$ cat config.mk
export PLATFORM = sky130hd
export DESIGN_NAME = lzfd_cmd_fifo
export DESIGN_NICKNAME = d
export VERILOG_FILES = /design/src/sv/lzfd_pkg.sv /design/src/sv/lzfd_cmd_fifo.sv
export SDC_FILE = /design/constraint.sdc
export NUM_CORES = 1
export LEC_CHECK = 0
export BUFFER_PORTS_ARGS = -buffer_cell sky130_fd_sc_hd__clkbuf_2
export CORE_MARGIN = 4
export CORE_UTILIZATION = 55
export CTS_BUF_LIST = sky130_fd_sc_hd__clkbuf_2 sky130_fd_sc_hd__clkbuf_4 sky130_fd_sc_hd__clkbuf_8
export CTS_CLUSTER_SIZE = 10
export DETAILED_ROUTE_END_ITERATION = 12
export PLACE_DENSITY = 0.84
export SETUP_SLACK_MARGIN = 0.05
export SKIP_CTS_REPAIR_TIMING = 1
export SYNTH_ARGS = -nofsm -noshare
export SYNTH_HDL_FRONTEND = slang
export SYNTH_SLANG_ARGS = --single-unit
$ cat constraint.sdc
create_clock -name i_clk -period 6.65 [get_ports i_clk]
set_input_delay 0.9975 -clock i_clk [delete_from_list [all_inputs] [get_ports i_clk]]
set_output_delay 0.9975 -clock i_clk [all_outputs]
set_load 0.02 [all_outputs]
$ cat src/sv/lzfd_pkg.sv
`timescale 1ns / 1ps
`default_nettype none
package lzfd_pkg;

    localparam int HIST_AW        = 13;
    localparam int HIST_DEPTH     = 8192;
    localparam int DATA_W         = 64;
    localparam int COUNT_W        = 4;
    localparam int TOTAL_W        = 20;
    localparam int LEN_W          = 9;
    localparam int CMD_FIFO_DEPTH = 4;
    localparam int CMD_FIFO_AW    = 2;

    typedef enum logic [2:0] {
        PH_CTRL,
        PH_LIT,
        PH_LENX,
        PH_DIST,
        PH_SKIP
    } t_phase;

    typedef enum logic [1:0] {
        ST_OK,
        ST_OVERFLOW,
        ST_BAD_REF,
        ST_TRUNC
    } t_status;

    typedef enum logic [1:0] {
        CMD_LIT,
        CMD_COPY,
        CMD_END
    } t_cmd_kind;

    typedef struct packed {
        logic                 done;
        t_status              status;
        logic [TOTAL_W-1:0]   total;
    } t_info;

    typedef struct packed {
        t_cmd_kind            kind;
        logic [7:0]           lit;
        logic [HIST_AW-1:0]   dst;
        logic [HIST_AW-1:0]   dist_m1;
        logic [LEN_W-1:0]     len;
        t_info                info;
    } t_cmd;

    typedef struct packed {
        logic                 is_lit;
        logic                 is_empty;
        logic                 lastb;
        logic [7:0]           lit;
        logic [HIST_AW-1:0]   dst;
        t_info                info;
    } t_s1;

endpackage
`default_nettype wire

$ cat src/sv/lzfd_cmd_fifo.sv
`timescale 1ns / 1ps
`default_nettype none
module lzfd_cmd_fifo (
    input  logic              i_clk,
    input  logic              i_rst_n,
    input  logic              i_push,
    input  lzfd_pkg::t_cmd    i_cmd,
    output logic              o_full,
    input  logic              i_pop,
    output lzfd_pkg::t_cmd    o_cmd,
    output logic              o_empty
);
    import lzfd_pkg::*;

    t_cmd                     r_mem [CMD_FIFO_DEPTH];
    logic [CMD_FIFO_AW-1:0]   r_wp;
    logic [CMD_FIFO_AW-1:0]   r_rp;
    logic [CMD_FIFO_AW:0]     r_cnt;
    logic                     w_do_push;
    logic                     w_do_pop;

    assign o_full    = (r_cnt == (CMD_FIFO_AW+1)'(CMD_FIFO_DEPTH));
    assign o_empty   = (r_cnt == '0);
    assign o_cmd     = r_mem[r_rp];
    assign w_do_push = i_push && !o_full;
    assign w_do_pop  = i_pop && !o_empty;

    always_ff @(posedge i_clk) begin
        if (w_do_push) begin
            r_mem[r_wp] <= i_cmd;
        end
    end

    always_ff @(posedge i_clk) begin
        if (!i_rst_n) begin
            r_wp  <= '0;
            r_rp  <= '0;
            r_cnt <= '0;
        end else begin
            if (w_do_push) begin
                r_wp <= r_wp + CMD_FIFO_AW'(1);
            end
            if (w_do_pop) begin
                r_rp <= r_rp + CMD_FIFO_AW'(1);
            end
            if (w_do_push && !w_do_pop) begin
                r_cnt <= r_cnt + (CMD_FIFO_AW+1)'(1);
            end else if (!w_do_push && w_do_pop) begin
                r_cnt <= r_cnt - (CMD_FIFO_AW+1)'(1);
            end
        end
    end

endmodule
`default_nettype wire

==> reports/qor.yml <==
timing:
  setup_viol_count_final: 0
  skew_ns: 0.0109
  rsz0062_at_grt: "no"
  hold_viol: 0
  fmax_mhz: 260
  setup_tns_ns: 0
  fin_crit_ns: 3.85
  tightestPinTransition_ns: 1.05
  post-route-period-util_pct: 57.9
  fin_ws_ns: 2.80
  max_slew_margin_pct: 30.2
  slew_viol_final: 0
worst_hold_path:
  hold_class: "flip-flop to flip-flop"
  worstHoldStart: "r_wp[1]"
  whs_path_depth: 2
clock_tree:
  clk_pin_slew_ns: 0.06
  cts_tree: "yes"
  htreeDepth: 2
  cts.sinks: 281
  clockRootBuffer: "clkbuf_8"
  numCtsBuffers: 44
  clk_latency_ns: 0.53
  clockBufferDepth: 3
placement:
  dp_hpwl_mm: 10.6
  post_dp_cell_area_sq_mm: 0.0112
  placed_cells: 757
  place.gp.congestion: 0.691
  pre_cts_ws_ns: 3.25
  port_buffers: 141
routing:
  drt_iter0_drc: 336
  wl_mm: 18.4
  drc: 0
  via_count: 4695
  route.antenna.remaining_nets: 0
  viasPerCell: 5.62
  drtPass1Iterations: 5
  wl_per_cell_microns: 22.0
synthesis:
  synth_top_cell_by_area: "edfxtp_1"
  synth_warnings: 0
  synth-seq-cells: 281
  yosysTopAreaCellShare_pct: 79.2
  syn_avg_cell_area_sq_um: 25.5
  seq_area_frac_synth_pct: 81.0
  syn_area_sq_mm: 0.0103
  synth.area.top_cells: "edfxtp_1 (79%), mux4_2 (15%), dfxtp_1 (1.7%)"
  syn_inst: 404
  synth_cell_types: 24
  syn_nets: 482
worst_setup_path:
  crit_required_ns: 5.65
  cp_cell_sequence: "buf_4 > mux4_2 > clkbuf_2"
  crit_family: "buffers and inverters"
  path_depth: 3
  end_kind: "primary output"
  rr_worst_depth: 8
  worstSetupPathType: "flip-flop to primary output"
  worst-path-max-fanout: 38
  crit_path_start_kind: "flip-flop"
  cp_slowest_cell: "dfxtp_4"
  slowest_delay_ns: 0.75
  cp.arrival_ns: 2.85
  worst-path-buf-inv: 2
  rr_startpoint: "r_cnt[0]"
power:
  sw_frac_of_total_pct: 29.1
  max-vdd-ir-drop_uv: 243
  power_leakage_uw: 0.00408
  p_clk_share_pct: 27.9
  intPower_uw: 3350
  combPwrFrac_pct: 23.7
  p_per_area_mw_per_mm2: 395
  p_switching_uw: 1380
  power_uw: 4730
  seq_power_share_pct: 48.4
cells_and_area:
  n_antenna_cell: 0
  layout-drive-gt1-share_pct: 46.0
  finish.instance_area_sq_mm: 0.0120
  area_growth_pct: 16.3
  nets: 652
  nFillCells: 1169
  instances_no_fill: 836
floorplanning:
  die_area_sq_mm: 0.0210
  row_count: 49
  core_sq_mm: 0.0182
  dieHeight_microns: 145
  start_util_pct: 56.6
  io_pins: 142
  die_x_microns: 145
grt:
  grt_use_total_pct: 18.1
  grt_first_pass_wirelength_mm: 28.6
  grt_max_degree: 69
  grt_pass1_vias: 5297
  antenna_found_initial: 1
  grt-ovfl-total: 0
run_status:
  status: "finished, final reports clean"
job:
  cap_viol_max_count: 0
==> through the flow <==
stage | util (%) | hold WS (ns)
after floorplan | - | 0.468
after global placement | 61.4 | 0.474
after detailed placement | 61.4 | 0.511
after CTS | 65.8 | 0.528
after global routing | 65.8 | 0.565
final | 65.8 | 0.524
==> cells in the final DEF (no fill, tap or decap), drive strengths merged <==
master	synthesis	routed
xor2	1	1
inv	3	3
nand2	4	4
clkbuf	6	199
nor2b	2	2
o21ai	1	1
dfxtp	9	9
a21boi	1	1
nor3b	1	1
xnor2	3	3
mux4	68	68
mux2i	3	3
nor3	1	1
o311ai	1	1
edfxtp	272	272
buf	12	1
ha	5	5
and2	8	8
clkinv	0	21
fa	1	1
o31ai	1	1
or3	1	1
==> state kept, by name, summed over array words and instances, names as in the netlist, named ones only <==
register / flops
r_wp: 2
r_rp: 2
r_mem: 272
r_cnt: 3
==> final cells by class <==
type                       count  area, sq um  area share, %
clock buffer                  58          717           5.98
tap                          229          287           2.39
sequential                   281         8360           69.7
multi-input combinational    102         1810           15.1
clock inverter                21         85.1          0.710
inverter                       3         11.3         0.0940
timing repair buffer         142          713           5.95
==> cells by family (layout without fill, tap and decap cells) <==
group,after synthesis,count (layout),share of synthesized area [%]
muxes,71,71,15.1
AOI/OAI and AO/OA,4,4,0.279
and+or+nand+nor,17,17,0.935
DFF,281,281,81.0
buffers and inverters,21,224,1.51
xor gates and xnor gates,4,4,0.340
adders and majority gates,6,6,0.801
==> cell usage after synthesis <==
library cell and n:
edfxtp_1 272, mux4_2 68, dfxtp_1 9, and2_1 8, clkbuf_1 6, ha_1 5
buf_2 4, buf_4 4, nand2_1 4, buf_12 3, inv_1 3, mux2i_1 3
xnor2_1 3, nor2b_1 2, a21boi_0 1, buf_6 1, fa_1 1, nor3_1 1
nor3b_1 1, o21ai_0 1, o311ai_0 1, o31ai_1 1, or3_1 1, xor2_1 1
==> worst min-delay path, stage by stage (launching register included) <==
cell     delay (ns)
dfxtp_1        0.35
nand2_1        0.07
mux2i_1        0.06
==> path summary, 6_finish.rpt <==
check	to	slack [ns]
max	o_cmd[22]	2.80
min	r_wp[1]	0.52
max reg2reg	r_cnt[2]	3.87
min reg2reg	r_wp[1]	0.52
==> power by group through the flow <==
stage	sequential, uW	clock, uW	combinational, uW
5_1_grt	2320	1430	1210
3_3_place_gp	2310	0	1130
4_1_cts	2300	1350	1150
6_report	2290	1320	1120
2_1_floorplan	2230	0	914
3_5_place_dp	2330	0	1140
==> per-layer routing <==
| layer | vias up | wire length, microns | share of wire (%) | GRT usage [%] |
|---|---|---|---|---|
| met5 | - | 13 | 0.071 | 0 |
| met2 | 187 | 9470 | 52 | 29.3 |
| met4 | 2 | 350 | 1.9 | 6.92 |
| li1 | 2070 | - | - | - |
| met1 | 2407 | 7210 | 39 | 23.9 |
| met3 | 29 | 1340 | 7.3 | 5.00 |
(Power assumes the default switching activity.)
