File: src/sv/lzfd_pkg.sv
`timescale 1ns / 1ps
`default_nettype none
package lzfd_pkg;

    localparam int HIST_AW        = 13;
    localparam int HIST_DEPTH     = 8192;
    localparam int DATA_W         = 64;
    localparam int COUNT_W        = 4;
    localparam int TOTAL_W        = 20;
    localparam int LEN_W          = 9;
    localparam int CMD_FIFO_DEPTH = 4;
    localparam int CMD_FIFO_AW    = 2;

    typedef enum logic [2:0] {
        PH_CTRL,
        PH_LIT,
        PH_LENX,
        PH_DIST,
        PH_SKIP
    } t_phase;

    typedef enum logic [1:0] {
        ST_OK,
        ST_OVERFLOW,
        ST_BAD_REF,
        ST_TRUNC
    } t_status;

    typedef enum logic [1:0] {
        CMD_LIT,
        CMD_COPY,
        CMD_END
    } t_cmd_kind;

    typedef struct packed {
        logic                 done;
        t_status              status;
        logic [TOTAL_W-1:0]   total;
    } t_info;

    typedef struct packed {
        t_cmd_kind            kind;
        logic [7:0]           lit;
        logic [HIST_AW-1:0]   dst;
        logic [HIST_AW-1:0]   dist_m1;
        logic [LEN_W-1:0]     len;
        t_info                info;
    } t_cmd;

    typedef struct packed {
        logic                 is_lit;
        logic                 is_empty;
        logic                 lastb;
        logic [7:0]           lit;
        logic [HIST_AW-1:0]   dst;
        t_info                info;
    } t_s1;

endpackage
`default_nettype wire

File: src/sv/lzfd_front.sv
`timescale 1ns / 1ps
`default_nettype none
module lzfd_front (
    input  logic                              i_clk,
    input  logic                              i_rst_n,
    input  logic [lzfd_pkg::TOTAL_W-1:0]      i_limit,
    input  logic                              i_valid,
    output logic                              o_ready,
    input  logic [7:0]                        i_byte,
    input  logic                              i_last,
    input  logic                              i_fifo_full,
    output logic                              o_push,
    output lzfd_pkg::t_cmd                    o_cmd
);
    import lzfd_pkg::*;

    t_phase               r_phase, n_phase;
    logic [TOTAL_W-1:0]   r_pc, n_pc;
    logic [5:0]           r_lit_left, n_lit_left;
    logic [LEN_W-1:0]     r_mlen, n_mlen;
    logic [4:0]           r_dh, n_dh;
    t_status              r_err, n_err;

    logic                 w_accept;
    logic                 w_lit_ctl;
    logic [TOTAL_W:0]     w_lit_sum;
    logic [TOTAL_W:0]     w_copy_sum;
    logic [13:0]          w_dist;
    logic [LEN_W-1:0]     w_total;
    logic                 w_lit_ovf;
    logic                 w_copy_ovf;
    logic                 w_ref_bad;
    logic                 w_emit_lit;
    logic                 w_emit_copy;

    assign w_accept   = i_valid && !i_fifo_full;
    assign o_ready    = !i_fifo_full;
    assign w_lit_ctl  = i_byte inside {[8'd0:8'd31]};
    assign w_lit_sum  = {1'b0, r_pc} + (TOTAL_W+1)'(i_byte[4:0]) + (TOTAL_W+1)'(1);
    assign w_dist     = {1'b0, r_dh, i_byte} + 14'd1;
    assign w_total    = r_mlen + LEN_W'(3);
    assign w_copy_sum = {1'b0, r_pc} + (TOTAL_W+1)'(w_total);
    assign w_lit_ovf  = w_lit_sum > {1'b0, i_limit};
    assign w_copy_ovf = w_copy_sum > {1'b0, i_limit};
    assign w_ref_bad  = TOTAL_W'(w_dist) > r_pc;

    always_comb begin
        n_phase    = r_phase;
        n_pc       = r_pc;
        n_lit_left = r_lit_left;
        n_mlen     = r_mlen;
        n_dh       = r_dh;
        n_err      = r_err;
        case (r_phase)
            PH_CTRL: begin
                if (w_lit_ctl) begin
                    if (w_lit_ovf) begin
                        n_err   = ST_OVERFLOW;
                        n_phase = PH_SKIP;
                    end else begin
                        n_lit_left = 6'(i_byte[4:0]) + 6'd1;
                        n_phase    = PH_LIT;
                    end
                end else begin
                    n_mlen  = LEN_W'(i_byte[7:5]) - LEN_W'(1);
                    n_dh    = i_byte[4:0];
                    n_phase = (i_byte[7:5] == 3'd7) ? PH_LENX : PH_DIST;
                end
            end
            PH_LIT: begin
                n_pc       = r_pc + TOTAL_W'(1);
                n_lit_left = r_lit_left - 6'd1;
                if (r_lit_left == 6'd1) begin
                    n_phase = PH_CTRL;
                end
            end
            PH_LENX: begin
                n_mlen  = r_mlen + LEN_W'(i_byte);
                n_phase = PH_DIST;
            end
            PH_DIST: begin
                if (w_copy_ovf) begin
                    n_err   = ST_OVERFLOW;
                    n_phase = PH_SKIP;
                end else if (w_ref_bad) begin
                    n_err   = ST_BAD_REF;
                    n_phase = PH_SKIP;
                end else begin
                    n_pc    = w_copy_sum[TOTAL_W-1:0];
                    n_phase = PH_CTRL;
                end
            end
            PH_SKIP: begin
                n_phase = PH_SKIP;
            end
            default: begin
                n_phase = PH_SKIP;
            end
        endcase
        if (i_last && n_err == ST_OK && n_phase != PH_CTRL) begin
            n_err = ST_TRUNC;
        end
    end

    always_comb begin
        w_emit_lit  = (r_phase == PH_LIT);
        w_emit_copy = (r_phase == PH_DIST) && !w_copy_ovf && !w_ref_bad;
        o_push      = w_accept && (w_emit_lit || w_emit_copy || i_last);
        if (w_emit_lit) begin
            o_cmd.kind = CMD_LIT;
        end else if (w_emit_copy) begin
            o_cmd.kind = CMD_COPY;
        end else begin
            o_cmd.kind = CMD_END;
        end
        o_cmd.lit         = i_byte;
        o_cmd.dst         = r_pc[HIST_AW-1:0];
        o_cmd.dist_m1     = {r_dh, i_byte};
        o_cmd.len         = w_total;
        o_cmd.info.done   = i_last;
        o_cmd.info.status = n_err;
        o_cmd.info.total  = n_pc;
    end

    always_ff @(posedge i_clk) begin
        if (!i_rst_n) begin
            r_phase    <= PH_CTRL;
            r_pc       <= '0;
            r_lit_left <= '0;
            r_mlen     <= '0;
            r_dh       <= '0;
            r_err      <= ST_OK;
        end else if (w_accept) begin
            if (i_last) begin
                r_phase    <= PH_CTRL;
                r_pc       <= '0;
                r_lit_left <= '0;
                r_mlen     <= '0;
                r_dh       <= '0;
                r_err      <= ST_OK;
            end else begin
                r_phase    <= n_phase;
                r_pc       <= n_pc;
                r_lit_left <= n_lit_left;
                r_mlen     <= n_mlen;
                r_dh       <= n_dh;
                r_err      <= n_err;
            end
        end
    end

endmodule
`default_nettype wire

File: config.mk
export PLATFORM = sky130hd
export DESIGN_NAME = lzfd_front
export DESIGN_NICKNAME = d
export VERILOG_FILES = /design/src/sv/lzfd_pkg.sv /design/src/sv/lzfd_front.sv
export SDC_FILE = /design/constraint.sdc
export NUM_CORES = 1
export LEC_CHECK = 0
export BUFFER_PORTS_ARGS = -buffer_cell sky130_fd_sc_hd__clkbuf_2
export CELL_PAD_IN_SITES_DETAIL_PLACEMENT = 1
export CELL_PAD_IN_SITES_GLOBAL_PLACEMENT = 2
export CORE_UTILIZATION = 30
export CTS_CLUSTER_DIAMETER = 80
export CTS_CLUSTER_SIZE = 40
export DETAILED_ROUTE_END_ITERATION = 6
export HOLD_SLACK_MARGIN = 0.03
export PLACE_DENSITY = 0.89
export SYNTH_ARGS = -nofsm -noshare
export SYNTH_HDL_FRONTEND = slang
export SYNTH_SLANG_ARGS = --single-unit
File: constraint.sdc
create_clock -name i_clk -period 5.2 [get_ports i_clk]
set_input_delay 0.78 -clock i_clk [delete_from_list [all_inputs] [get_ports i_clk]]
set_output_delay 0.78 -clock i_clk [all_outputs]
set_load 0.02 [all_outputs]
==> results.md <==
- Status: finished, violations left
- Failing checks: negative setup slack
- Critical path's slowest cell: or3_4
- Synth top area share: 18.0%
- Syn Area/Cell: 7.54 um2
- Slew HR: 38.4%
- CP max FO: 4
- Core box area: 19,400 um2
- Worst setup margin: -0.470 ns
- First-pass GRT wire length: 38.2 mm
- Routed WL: 24.6 mm
- Power Density: 113 nW/um2
- Ant diodes: 0
- Dpl ws: -0.493 ns
- Syn Std Cell Area: 5920 um2
- RSZ-0062 raised after global routing: true
- Yosys reg bits: 45
- Sequential share of the synthesized area: 15.2%
- Layout cells sized above 1: 38.1%
- Vias in the first global route: 6,979
- Die Footprint: 20,300 um2
- VDD IR max: 105 uV
- Die width: 142 um
- Most frequent cells after synthesis: 85 x ha_1, 64 x inv_1, 62 x nand2_1
- 1st-iter DRT viols: 257
- Initial antenna violation count: 0
- Startpoint types: register
- Slew Viols, Final: 0
- CTS tree: yes
- Ports: 103
- Final Setup Violations: 25
- Final Instance Area: 8600 um2
- Leading area contributor after synthesis: ha_1
- Total of max-cap violations: 0
- Nets: 1,103
- Hold Slack: 0.530 ns
- DR pass1 iterations: 4
- Most frequent cell after synthesis: ha_1
- DP HPWL: 19.1 mm
- Area Overhead vs Synth: 45.3%
- Arr. time, crit path: 4.89 ns
- Die span in y: 142 um
- Hold Vio Cnt, Final: 0
- Final period util: 109%
- Asr flop ratio synth: 0%
- Cell family with most CP delay: compound AO/OA/AOI/OAI gates
- Final Wtd Congestion: 0.904
- Mapped Cells: 785
- Vias: 6,641
- Critical Path Max Stage Delay: 0.39 ns
- Clock skew: 0.0132 ns
- Worst slew pin tran: 0.921 ns
- Vias per Instance: 5.32
- Leak: 3.93 nW
- Worst endpoint required time: 4.42 ns
- Worst-path clk slew: 0.07 ns
- Gr usage total: 24.5%
- Main synth FF type: dfxtp_1
- Buffers on Ports: 102
- Max clock buf depth: 2
- Placed Area: 7500 um2
- DRC Markers: 0
- TritonCTS Sinks: 45
- Warnings from Yosys: 0
- Grt ovf: 0
- Antenna Violating Nets Remaining: 0
- EDFF count, synth: 0
- WS Path Type: register to output port
- Tmin final: 5.67 ns
- Syn Nets: 906
- CP cell instances: inv_2, ha_4, nor2_4, xor2_2, ha_4, buf_4, buf_4, o21ai_2, a21oi_1, buf_4, o211ai_4, buf_4, xnor2_1, ha_1, nand4_1, buf_4, inv_1, a211oi_4, a211oi_4, or3_4, a211o_1, o21ai_4, o21ai_2, clkbuf_8
- CTS Root Cell: clkbuf_16
- WL/cell: 19.7 um
- Number of library cell types mapped by synthesis: 72
- Fmax: 0.176 GHz
- Initial core utilization: 30.5%
- Clk Latency, worst-skew pair: 0.30 ns
- Row count: 51
- Cts bufs inserted: 5
- # fillers: 2,388
- Hold buffer count at cts: 0
- CTS H-tree lvls: 2
- CP bufs+invs: 8
- HP Class: register to register
- Largest net degree at the start of global routing: 28
- Top post-synthesis cells by area: ha_1 18%, dfxtp_1 15%, xnor2_1 7.1%
- Crit end category: output port
- Crit-path most repeated cell: buf_4
## placed cells by master, fill, tap and decap left out, drive strengths merged, types with 4 or more instances in the layout
cell,synthesis,layout
nand2b,4,4
buf,37,154
nand2,62,62
nor2,57,57
nor4,4,4
and3,13,13
ha,85,85
o21ai,46,46
clkbuf,20,100
a22oi,19,19
xor2,26,26
or3,7,7
a31oi,4,4
a31o,4,4
nand3,30,30
or4,5,5
o211ai,5,5
a21o,13,13
nor2b,25,25
or2,4,4
xnor2,48,48
a211oi,8,8
nor3,22,22
a22o,6,6
inv,65,65
dfxtp,45,45
and2,4,4
nand4,10,10
o22ai,5,5
a21oi,58,58
## cell families (layout without fill, tap and decap cells)
| logic type | count (synthesis) | after routing | share of synthesized area, % |
|---|---|---|---|
| mux | 3 | 3 | 0.529 |
| flops | 45 | 45 | 15.2 |
| xor+xnor | 74 | 74 | 11.0 |
| compound gates | 200 | 200 | 23.1 |
| simple gates | 253 | 253 | 21.3 |
| buf+inv | 122 | 320 | 9.90 |
| fa+ha+maj | 88 | 88 | 19.0 |
## worst paths after layout
path	start	endpoint	slack, ns	cells past startpoint
setup / recovery	r_mlen[0]	o_cmd[20]	-0.47	24
hold / removal	r_err[1]	r_err[1]	0.53	2
setup reg to reg	r_mlen[0]	r_pc[13]	0.15	28
hold reg to reg	r_err[1]	r_err[1]	0.53	2
## flip-flops by register name, indices dropped and copies added (netlist names)
name	count
r_pc	20
r_mlen	9
r_lit_left	6
r_dh	5
r_phase	3
r_err	2
## what timing repair did
action / in CTS / in global routing
gates resized for setup: 120 / 52
endpoints found under the setup margin: 25 / 27
pin swaps: 54 / 34
buffers inserted: 17 / 6
## worst reg2reg max path, delay by kind of cell, from the launching register on
kind                     cells  cell delay (ns)
flip-flops                   1             0.36
adder cells (fa/ha/maj)      3             0.74
AND/OR/NAND/NOR              4             0.93
AO/OA/AOI/OAI                7             1.00
XOR/XNOR                     2             0.38
buffers and inverters       12             1.57
## cell type report
type | count | area (um2) | share of cell area (%)
multi-input cells | 618 | 5190 | 60.3
repair buffers | 247 | 1780 | 20.7
flip-flops and latches | 45 | 912 | 10.6
well taps | 265 | 332 | 3.86
inverters | 65 | 246 | 2.87
clock buffers | 7 | 133 | 1.54
clock inverters | 1 | 7.51 | 0.0873
## power breakdown
| part | total, mW | internal [mW] | switching [mW] |
|---|---|---|---|
| registers | 0.354 | 0.347 | 0.00655 |
| logic | 0.290 | 0.114 | 0.176 |
| clock network | 0.325 | 0.179 | 0.146 |
## stage by stage
stage	utilization, %	setup TNS [ns]	std cells	total power, mW
floorplan	-	-0.0256	785	0.520
global placement	38.6	-3.71	1218	0.614
detailed placement	38.6	-6.51	1218	0.623
CTS	42.8	-5.57	1243	0.967
global route	44.3	-14.17	1248	1.01
finish	44.3	-9.27	1248	0.969
## per-layer routing
layer / part of all wire (%) / up-vias / GRT usage (%) / wire length, um
li1: - / 3152 / - / -
met1: 44 / 3255 / 30.7 / 10900
met2: 49 / 189 / 42.5 / 12000
met3: 4.1 / 45 / 2.76 / 1010
met4: 2.9 / 0 / 9.85 / 708
met5: 0 / - / 0 / 0
(Power assumes the default switching activity.)
